**config.mk**
```make
export PLATFORM = sky130hd
export DESIGN_NAME = pnfb_bounds
export DESIGN_NICKNAME = d
export VERILOG_FILES = /design/src/pnfb_pkg.sv /design/src/pnfb_bounds.sv
export SDC_FILE = /design/constraint.sdc
export NUM_CORES = 1
export LEC_CHECK = 0
export BUFFER_PORTS_ARGS = -buffer_cell sky130_fd_sc_hd__buf_2
export CORE_AREA = 2 2 123 125
export CTS_BUF_LIST = sky130_fd_sc_hd__clkbuf_16
export DETAILED_ROUTE_END_ITERATION = 16
export DIE_AREA = 0 0 125 127
export PLACE_DENSITY = 0.49
export SLEW_MARGIN = 15
export SYNTH_ARGS = -nofsm -noshare
export SYNTH_HDL_FRONTEND = slang
export SYNTH_SLANG_ARGS = --single-unit
```
**constraint.sdc**
```tcl
create_clock -name clk -period 4.5 [get_ports clk]
set_input_delay 0.225 -clock clk [delete_from_list [all_inputs] [get_ports clk]]
set_output_delay 0.225 -clock clk [all_outputs]
set_load 0.01 [all_outputs]
```
**src/pnfb_pkg.sv**
```systemverilog
// shared types and constants for the packed nibble framebuffer
`timescale 1ns / 1ps
package pnfb_pkg;

	localparam int COORD_BITS = 12;
	localparam int DIM_W = 12;
	localparam int PITCH_W = DIM_W - 1;
	localparam int PROD_W = DIM_W + PITCH_W;
	localparam int SUM_W = PROD_W + 1;
	localparam int PNFB_STORE_BYTES = 262144;

	localparam logic [DIM_W-1:0] PANEL_WIDTH_RST = 12'd960;
	localparam logic [DIM_W-1:0] PANEL_HEIGHT_RST = 12'd540;

	localparam logic [1:0] FUNC_DRAW = 2'd0;
	localparam logic [1:0] FUNC_TAKE = 2'd1;
	localparam logic [1:0] FUNC_READ = 2'd2;

	localparam logic [1:0] CFG_PANEL_WIDTH = 2'd0;
	localparam logic [1:0] CFG_PANEL_HEIGHT = 2'd1;

	typedef struct packed {
		logic [1:0] func;
		logic signed [COORD_BITS-1:0] x_coord;
		logic signed [COORD_BITS-1:0] y_coord;
		logic [3:0] gray;
	} pnfb_cmd_t;

	typedef struct packed {
		logic accepted;
		logic [11:0] dirty_min_x;
		logic [11:0] dirty_min_y;
		logic [10:0] dirty_max_x;
		logic [10:0] dirty_max_y;
		logic [7:0] packed_byte;
	} pnfb_res_t;

	typedef struct packed {
		logic [DIM_W-1:0] min_x;
		logic [DIM_W-1:0] min_y;
		logic [DIM_W-1:0] max_x;
		logic [DIM_W-1:0] max_y;
	} pnfb_bounds_t;

	typedef struct packed {
		logic draw;
		logic take;
		logic [DIM_W-1:0] x;
		logic [DIM_W-1:0] y;
	} pnfb_bupd_t;

endpackage

```
**src/pnfb_bounds.sv**
```systemverilog
// dirty rectangle registers with their widen and take logic
`timescale 1ns / 1ps
module pnfb_bounds import pnfb_pkg::*; (
	input  logic             clk,
	input  logic             arst_n,
	input  logic [DIM_W-1:0] panel_width,
	input  logic [DIM_W-1:0] panel_height,
	input  pnfb_bupd_t       upd,
	output pnfb_bounds_t     cur,
	output pnfb_bounds_t     widened
);

	pnfb_bounds_t bnd_q;

	always_comb begin
		widened = bnd_q;
		if (upd.x > bnd_q.max_x) widened.max_x = upd.x;
		if (upd.y > bnd_q.max_y) widened.max_y = upd.y;
		if (upd.x < bnd_q.min_x) widened.min_x = upd.x;
		if (upd.y < bnd_q.min_y) widened.min_y = upd.y;
	end

	always_ff @(posedge clk or negedge arst_n) begin
		if (!arst_n) begin
			bnd_q.min_x <= PANEL_WIDTH_RST;
			bnd_q.min_y <= PANEL_HEIGHT_RST;
			bnd_q.max_x <= '0;
			bnd_q.max_y <= '0;
		end else if (upd.take) begin
			bnd_q.min_x <= panel_width;
			bnd_q.min_y <= panel_height;
			bnd_q.max_x <= '0;
			bnd_q.max_y <= '0;
		end else if (upd.draw) begin
			bnd_q <= widened;
		end
	end

	assign cur = bnd_q;

endmodule

```
==> results of run 1 <==
==> metal layers <==
layer / vias to the layer above / track usage [%] / part of all wire, %
met5: - / 0 / 0
met4: 0 / 3.53 / 0.91
met3: 8 / 2.35 / 5.2
met2: 108 / 24.0 / 42
met1: 1838 / 25.5 / 51
li1: 1896 / - / -
==> final cells by class <==
class	count	share of cell area, %
clock inverters	3	0.213
well taps	184	4.35
clock buffers	5	2.37
repair buffers	154	14.9
multi-input cells	320	51.6
flip-flops and latches	48	22.9
inverters	52	3.69
==> worst min path at each step <==
| stage | depth (start not counted) | to | slack [ps] |
|---|---|---|---|
| finish | 2 | cur[25] | 50 |
| global route | 2 | cur[25] | 100 |
| CTS | 2 | cur[2] | 80 |
| detailed placement | 2 | cur[25] | 410 |
| global placement | 2 | cur[2] | 390 |
| floorplan | 0 | cur[0] | -70 |
==> cell usage after synthesis (all sizes together), types with 8 or more instances <==
master / number / area share [%]
a211o: 9 / 1.9
a21oi: 15 / 1.8
clkbuf: 16 / 1.4
dfrtp: 40 / 24
dfstp: 8 / 4.9
ha: 46 / 14
inv: 52 / 4.6
mux2: 53 / 15
mux2i: 19 / 4.5
nand2: 29 / 2.6
nand2b: 35 / 5.1
nor2: 8 / 0.71
nor2b: 9 / 1.3
nor4: 12 / 1.8
o211ai: 9 / 1.6
o21ai: 18 / 2.4
o311ai: 24 / 4.9
==> power by group <==
part	internal [uW]	switching, uW	total, uW	leakage (uW)
clock	201	172	373	0.0000776
sequential	486	43.0	529	0.000602
combinational	321	399	719	0.00191
total	1010	613	1620	0.00259
==> metrics by stage <==
stage	hold slack, ps	utilization (%)	power, uW
global route	103	36.7	1730
global placement	394	35.7	1250
detailed placement	407	35.7	1260
floorplan	-70.6	-	1000
CTS	81.2	36.7	1640
finish	48.4	36.7	1620
==> cell usage in the layout, fill, tap and decap left out, types with 2 or more instances in the layout <==
| cell | netlist | layout |
|---|---|---|
| a211o_1 | 9 | 9 |
| a211oi_1 | 3 | 3 |
| a211oi_2 | 2 | 2 |
| a21o_1 | 4 | 4 |
| a21oi_1 | 15 | 15 |
| a221oi_2 | 2 | 2 |
| and4_1 | 2 | 2 |
| buf_2 | 2 | 147 |
| buf_4 | 4 | 7 |
| clkbuf_16 | 0 | 5 |
| dfrtp_1 | 40 | 40 |
| dfstp_2 | 8 | 8 |
| ha_1 | 46 | 46 |
| inv_1 | 52 | 55 |
| mux2_1 | 6 | 6 |
| mux2_2 | 38 | 38 |
| mux2_4 | 9 | 9 |
| mux2i_1 | 19 | 19 |
| nand2_1 | 29 | 29 |
| nand2b_1 | 35 | 35 |
| nand3_1 | 3 | 3 |
| nand4_1 | 6 | 6 |
| nor2_1 | 8 | 8 |
| nor2b_1 | 9 | 9 |
| nor3_1 | 2 | 2 |
| nor4_1 | 12 | 12 |
| o211ai_1 | 9 | 9 |
| o21a_1 | 2 | 2 |
| o21ai_0 | 16 | 16 |
| o311ai_0 | 23 | 23 |
==> logic make-up after synthesis <==
group / Yosys count / synth area share [%]
adders and majority gates: 46 / 13.5
AOI/OAI and AO/OA: 94 / 17.4
DFF: 48 / 28.5
and+or+nand+nor: 108 / 13.9
muxes: 72 / 19.3
buffers and inverters: 75 / 7.41
==> run_summary.xml, run 1 <==
<?xml version="1.0" encoding="UTF-8"?>
<metrics>
  <group name="status">
    <metric name="run_status" unit="">complete, no violations</metric>
  </group>
  <group name="setup_path">
    <metric name="wp_data_arrival" unit="ps">2950</metric>
    <metric name="r2r_cells" unit="">7</metric>
    <metric name="crit_required" unit="ps">4280</metric>
    <metric name="crit_slowest_cell" unit="">a21boi_1</metric>
    <metric name="worstSetupStartpointType" unit="">flop</metric>
    <metric name="timing.critical_path.depth" unit="">9</metric>
    <metric name="reg2reg_to" unit="">cur[32]</metric>
    <metric name="critPathBufInv" unit="">3</metric>
    <metric name="r2r_setup_slack" unit="ps">1600</metric>
    <metric name="cp_slowest_stage_delay" unit="ps">690</metric>
    <metric name="worstPathMaxFanout" unit="">13</metric>
    <metric name="timing.critical_path.cells" unit="">inv_1 -&gt; ha_1 -&gt; nand3_1 -&gt; a21boi_1 -&gt; nor2_1 -&gt; o21ai_1 -&gt; buf_4 -&gt; mux2_2 -&gt; buf_2</metric>
    <metric name="startpoint" unit="">cur[45]</metric>
    <metric name="endpoint" unit="">widened[47]</metric>
    <metric name="critical-path-top-delay-family" unit="">compound AO/OA/AOI/OAI gates</metric>
    <metric name="timing.critical_path.to_type" unit="">primary output</metric>
    <metric name="rr_startpoint" unit="">cur[26]</metric>
    <metric name="critPathKind" unit="">flop to primary output</metric>
  </group>
  <group name="clock_network">
    <metric name="cts_buffers" unit="">5</metric>
    <metric name="cts_sink_cnt" unit="">48</metric>
    <metric name="cts_tree" unit="">built</metric>
    <metric name="cts_max_path_buffers" unit="">2</metric>
    <metric name="clk_pin_slew" unit="ps">70</metric>
    <metric name="cts_hold_buffers" unit="">0</metric>
    <metric name="cts.repair.resized" unit="">0</metric>
    <metric name="ctsRootBufferMaster" unit="">clkbuf_16</metric>
    <metric name="cts_setup_buffers" unit="">0</metric>
    <metric name="clk-insertion-delay-late" unit="ps">290</metric>
    <metric name="count_of_h_tree_levels_built_during_cts" unit="">2</metric>
  </group>
  <group name="die">
    <metric name="start_util" unit="%">29.5</metric>
    <metric name="core-area" unit="sq um">14400</metric>
    <metric name="die_w" unit="um">125</metric>
    <metric name="pin_count" unit="">148</metric>
    <metric name="die_h" unit="um">127</metric>
    <metric name="design.die.area" unit="sq um">15900</metric>
    <metric name="placement_rows" unit="">44</metric>
  </group>
  <group name="finish">
    <metric name="finalInstanceArea" unit="sq um">5290</metric>
    <metric name="finish.net_count" unit="">679</metric>
    <metric name="antenna-diode-count" unit="">0</metric>
    <metric name="post_route_cells_drive_above_1_share" unit="%">38.5</metric>
    <metric name="area_used_by_multi_input_combinational_logic" unit="sq um">2730</metric>
    <metric name="area.growth.synth_to_final" unit="%">24.3</metric>
    <metric name="finalNonFillerCells" unit="">766</metric>
    <metric name="largest_reg_flops" unit="">48</metric>
    <metric name="layout.area.seq" unit="sq um">1210</metric>
    <metric name="nFillCells" unit="">1507</metric>
  </group>
  <group name="placed_design">
    <metric name="place_inst" unit="">758</metric>
    <metric name="hpwl" unit="mm">10.2</metric>
    <metric name="count_of_port_buffers_added_during_placement" unit="">147</metric>
    <metric name="place.gp.congestion" unit="">0.775</metric>
    <metric name="area_post_placement" unit="sq um">5150</metric>
    <metric name="dp_slack" unit="ps">1540</metric>
  </group>
  <group name="pwr">
    <metric name="ir_drop" unit="mV">0.157</metric>
    <metric name="power_per_cell_area" unit="nW/um^2">306</metric>
    <metric name="total_leakage_power" unit="uW">0.00259</metric>
  </group>
  <group name="synth">
    <metric name="synth-seq-area-share" unit="%">28.5</metric>
    <metric name="ys_ff_latch" unit="">48</metric>
    <metric name="synth_edf_count" unit="">0</metric>
    <metric name="synthesis.yosys.warnings" unit="">0</metric>
    <metric name="synth.cell_area" unit="sq um">4250</metric>
    <metric name="synth.avg_cell_area" unit="sq um">9.60</metric>
    <metric name="yosysUniqueCellTypes" unit="">42</metric>
    <metric name="syn_inst" unit="">443</metric>
    <metric name="mappedNetlistNets" unit="">541</metric>
    <metric name="share_of_synthesized_flip_flops_with_an_asynchronous_set_or_reset" unit="%">100</metric>
    <metric name="synth_ff_type" unit="">dfrtp_1</metric>
  </group>
  <group name="drt">
    <metric name="avgViaCountPerCell" unit="">5.03</metric>
    <metric name="drt_iter0_drc" unit="">255</metric>
    <metric name="number_of_optimization_iterations_in_the_first_detailed_route_pass" unit="">4</metric>
    <metric name="routed_wire_length_per_instance" unit="um">17.3</metric>
    <metric name="post-route-drc-count" unit="">0</metric>
    <metric name="postRouteWirelength" unit="mm">13.3</metric>
    <metric name="antenna_left" unit="">0</metric>
    <metric name="route.vias.total" unit="">3850</metric>
  </group>
  <group name="timing">
    <metric name="finalSetupTns" unit="ps">0</metric>
    <metric name="slew_violations" unit="">0</metric>
    <metric name="rsz0062_at_grt" unit="">no</metric>
    <metric name="post-route-min-period" unit="ps">3170</metric>
    <metric name="timing.clock.skew" unit="ps">3.97</metric>
    <metric name="report.final.setup_viol" unit="">0</metric>
    <metric name="tightest_slew" unit="ps">1090</metric>
    <metric name="period_share" unit="%">70.5</metric>
    <metric name="setup_ws" unit="ps">1330</metric>
    <metric name="maximum_clock_frequency" unit="MHz">315</metric>
    <metric name="timing.final.hold_violations" unit="">0</metric>
    <metric name="max_slew_margin" unit="%">27.2</metric>
  </group>
  <group name="global_routing">
    <metric name="antenna_violations_before_repair" unit="">0</metric>
    <metric name="via_count_of_the_first_global_routing_pass" unit="">3758</metric>
    <metric name="track_usage" unit="%">16.4</metric>
    <metric name="grt_max_degree" unit="">66</metric>
    <metric name="grt_overflow" unit="">0</metric>
    <metric name="grt_pass1_wl" unit="mm">21.0</metric>
  </group>
  <group name="run">
    <metric name="number_of_maximum_capacitance_violations" unit="">0</metric>
  </group>
  <group name="min_path">
    <metric name="tightest_hold_check_type" unit="">input pin to async pin</metric>
  </group>
</metrics>
No activity file was read; power rests on OpenSTA's default activity.
==> run 2: changes to the inputs <==
--- a/config.mk
+++ b/config.mk
@@ -5,12 +5,13 @@
 export SDC_FILE = /design/constraint.sdc
 export NUM_CORES = 1
 export LEC_CHECK = 0
+export ABC_AREA = 1
 export BUFFER_PORTS_ARGS = -buffer_cell sky130_fd_sc_hd__buf_2
-export CORE_AREA = 2 2 123 125
+export CORE_AREA = 2 2 126 128
 export CTS_BUF_LIST = sky130_fd_sc_hd__clkbuf_16
 export DETAILED_ROUTE_END_ITERATION = 16
-export DIE_AREA = 0 0 125 127
-export PLACE_DENSITY = 0.49
+export DIE_AREA = 0 0 128 130
+export PLACE_DENSITY = 0.5
 export SLEW_MARGIN = 15
 export SYNTH_ARGS = -nofsm -noshare
 export SYNTH_HDL_FRONTEND = slang
==> constraint.sdc (replaced) <==
create_clock -name clk -period 2.8 [get_ports clk]
set_input_delay 0.14 -clock clk [delete_from_list [all_inputs] [get_ports clk]]
set_output_delay 0.14 -clock clk [all_outputs]
set_load 0.01 [all_outputs]
==> run_summary.xml, run 2 <==
<?xml version="1.0" encoding="UTF-8"?>
<metrics>
  <group name="placed_design">
    <metric name="dp_slack" unit="ps">553</metric>
    <metric name="hpwl" unit="mm">10.2</metric>
    <metric name="place.gp.congestion" unit="">0.767</metric>
    <metric name="count_of_port_buffers_added_during_placement" unit="">147</metric>
  </group>
  <group name="synth">
    <metric name="synth.avg_cell_area" unit="sq um">6.66</metric>
    <metric name="synth_top_area_share" unit="%">22.3</metric>
    <metric name="syn_inst" unit="">675</metric>
    <metric name="synth_most_common_cell" unit="">nand2_1</metric>
    <metric name="yosys-top-cells-count" unit="">nand2_1 (228), nand3_1 (92), inv_1 (90), nor2_1 (51), ha_1 (46)</metric>
    <metric name="synth_edf_count" unit="">0</metric>
    <metric name="ys_ff_latch" unit="">48</metric>
    <metric name="mappedNetlistNets" unit="">773</metric>
    <metric name="synthesis.yosys.warnings" unit="">0</metric>
    <metric name="netlist_top_cells_area" unit="">dfrtp_1 (22%), nand2_1 (19%), ha_1 (13%), nand3_1 (10%), inv_1 (7.5%)</metric>
    <metric name="synth-seq-area-share" unit="%">26.9</metric>
    <metric name="synth_top_area_cell" unit="">dfrtp_1</metric>
    <metric name="share_of_synthesized_flip_flops_with_an_asynchronous_set_or_reset" unit="%">100</metric>
    <metric name="yosysUniqueCellTypes" unit="">25</metric>
    <metric name="synth_ff_type" unit="">dfrtp_1</metric>
    <metric name="synth.cell_area" unit="sq um">4490</metric>
  </group>
  <group name="clock_network">
    <metric name="cts_max_path_buffers" unit="">2</metric>
    <metric name="clk-insertion-delay-late" unit="ps">300</metric>
    <metric name="ctsRootBufferMaster" unit="">clkbuf_16</metric>
    <metric name="count_of_h_tree_levels_built_during_cts" unit="">2</metric>
    <metric name="cts_buffers" unit="">5</metric>
    <metric name="cts_setup_buffers" unit="">0</metric>
    <metric name="cts_tree" unit="">built</metric>
    <metric name="clk_pin_slew" unit="ps">70</metric>
    <metric name="cts_sink_cnt" unit="">48</metric>
  </group>
  <group name="pwr">
    <metric name="ir_drop" unit="mV">0.232</metric>
    <metric name="total_leakage_power" unit="uW">0.00327</metric>
    <metric name="power_per_cell_area" unit="nW/um^2">622</metric>
  </group>
  <group name="drt">
    <metric name="number_of_optimization_iterations_in_the_first_detailed_route_pass" unit="">4</metric>
    <metric name="antenna_left" unit="">0</metric>
    <metric name="routed_wire_length_per_instance" unit="um">13.3</metric>
    <metric name="route.vias.total" unit="">4517</metric>
    <metric name="drt_iter0_drc" unit="">174</metric>
    <metric name="postRouteWirelength" unit="mm">13.4</metric>
    <metric name="post-route-drc-count" unit="">0</metric>
    <metric name="avgViaCountPerCell" unit="">4.49</metric>
  </group>
  <group name="timing">
    <metric name="setup_ws" unit="ps">286</metric>
    <metric name="period_share" unit="%">89.8</metric>
    <metric name="report.final.setup_viol" unit="">0</metric>
    <metric name="rsz0062_at_grt" unit="">no</metric>
    <metric name="post-route-min-period" unit="ps">2510</metric>
    <metric name="timing.clock.skew" unit="ps">5.17</metric>
    <metric name="maximum_clock_frequency" unit="MHz">398</metric>
    <metric name="timing.final.hold_violations" unit="">0</metric>
    <metric name="tightest_slew" unit="ps">591</metric>
    <metric name="slew_violations" unit="">0</metric>
    <metric name="max_slew_margin" unit="%">60.5</metric>
    <metric name="finalSetupTns" unit="ps">0</metric>
  </group>
  <group name="die">
    <metric name="design.die.area" unit="sq um">16600</metric>
    <metric name="die_w" unit="um">128</metric>
    <metric name="pin_count" unit="">148</metric>
    <metric name="core-area" unit="sq um">15400</metric>
    <metric name="start_util" unit="%">29.1</metric>
    <metric name="placement_rows" unit="">46</metric>
    <metric name="die_h" unit="um">130</metric>
  </group>
  <group name="setup_path">
    <metric name="timing.critical_path.to_type" unit="">primary output</metric>
    <metric name="crit_slowest_cell" unit="">dfstp_2</metric>
    <metric name="worstPathMaxFanout" unit="">13</metric>
    <metric name="worstSetupStartpointType" unit="">flop</metric>
    <metric name="timing.critical_path.cells" unit="">inv_1 -&gt; ha_1 -&gt; nand2_1 -&gt; nor2_2 -&gt; nand2_2 -&gt; nor2_2 -&gt; nand2_2 -&gt; nand2_4 -&gt; nand2_2 -&gt; nand2_1 -&gt; buf_2</metric>
    <metric name="critPathKind" unit="">flop to primary output</metric>
    <metric name="cp_slowest_stage_delay" unit="ps">560</metric>
    <metric name="wp_data_arrival" unit="ps">2370</metric>
    <metric name="crit_required" unit="ps">2660</metric>
    <metric name="critical-path-top-cell-by-count" unit="">nand2_2</metric>
  </group>
  <group name="run">
    <metric name="number_of_maximum_capacitance_violations" unit="">0</metric>
  </group>
  <group name="status">
    <metric name="run_status" unit="">complete, no violations</metric>
  </group>
  <group name="global_routing">
    <metric name="via_count_of_the_first_global_routing_pass" unit="">4276</metric>
    <metric name="track_usage" unit="%">16.4</metric>
    <metric name="antenna_violations_before_repair" unit="">0</metric>
    <metric name="grt_max_degree" unit="">53</metric>
    <metric name="grt_overflow" unit="">0</metric>
    <metric name="grt_pass1_wl" unit="mm">21.5</metric>
  </group>
  <group name="finish">
    <metric name="nFillCells" unit="">1710</metric>
    <metric name="most_frequent_standard_cell_in_the_layout_excluding_fill_and_tap_cells" unit="">nand2_1</metric>
    <metric name="antenna-diode-count" unit="">0</metric>
    <metric name="final_cell_mix" unit="">nand2_1 (227), buf_2 (147), nand3_1 (92)</metric>
    <metric name="post_route_cells_drive_above_1_share" unit="%">27.1</metric>
    <metric name="area.growth.synth_to_final" unit="%">22.5</metric>
    <metric name="largest_reg_flops" unit="">48</metric>
    <metric name="finish.net_count" unit="">911</metric>
  </group>
  <group name="min_path">
    <metric name="tightest_hold_check_type" unit="">input pin to flop</metric>
  </group>
</metrics>
-- run 2: cell types whose count changed after synthesis, moves of 16 or more --
cell	previous run	this run
nand2_1	29	228
nand3_1	3	92
nor2_1	8	51
inv_1	52	90
mux2_2	38	0
nand2b_1	35	0
nand2_2	0	26
and2_1	0	25
o311ai_0	23	0
mux2i_1	19	0
o21ai_0	16	0
-- run 2: per-stage QoR --
stage	hold WS (ps)	cells	power, uW	util [%]	instance area (sq um)
after floorplan	-156	675	2220	-	4490
after global placement	166	997	2840	34.7	5360
after detailed placement	161	997	2840	34.7	5360
after CTS	141	1006	3500	35.7	5500
after global routing	167	1006	3770	35.7	5510
final	152	1006	3430	35.7	5510
-- run 2: final cells by class --
cell class	count	area, sq um	share of cell area, %
multi-input combinational	511	2740	49.8
sequential	48	1210	22.0
timing repair buffer	157	838	15.2
inverter	90	338	6.13
tap	192	240	4.36
clock buffer	5	125	2.27
clock inverter	3	13.8	0.250
-- run 2: per-layer routing --
layer,vias up,global-route usage (%),part of all wire (%)
met4,0,3.81,1.1
met2,125,28.5,48
met3,10,3.44,6.1
met1,1999,21.0,45
li1,2383,-,-
met5,-,0,0
-- run 2: report_power, final --
part | internal [uW] | switching (uW)
sequential | 841 | 129
combinational | 718 | 1110
clock | 326 | 299
-- run 2: worst max-delay path, delay by kind of cell, from the launching register on --
kind | cells | cell delay, ps
adder cells (fa/ha/maj) | 1 | 280
flip-flops | 1 | 560
AND/OR/NAND/NOR | 8 | 1040
buffers and inverters | 2 | 200
-- run 2: timing repair --
item                       CTS  global route
resized for setup            0             1
setup endpoints to repair    0             2
hold buffers                 1             0
hold endpoints to repair    40             0
-- run 2: final timing paths --
| path | from | to | slack [ps] | depth (start not counted) |
|---|---|---|---|---|
| hold reg to reg | cur[45] | cur[45] | 490 | 2 |
| min in group asynchronous | arst_n | cur[39] | 360 | 3 |
| setup reg to reg | cur[33] | cur[24] | 690 | 12 |
| max in group asynchronous | arst_n | cur[26] | 2140 | 3 |
| setup / recovery | cur[45] | widened[46] | 290 | 11 |
| hold / removal | panel_width[1] | cur[37] | 150 | 5 |
-- run 2: cell families (layout without fill, tap and decap cells) --
| group | Yosys count | count (layout) | synth area share [%] |
|---|---|---|---|
| flip-flops | 48 | 48 | 26.9 |
| adder cells (fa/ha/maj) | 46 | 46 | 12.8 |
| AO/OA/AOI/OAI | 19 | 19 | 2.59 |
| buffers and inverters | 116 | 255 | 12.2 |
| AND/OR/NAND/NOR | 446 | 446 | 45.4 |
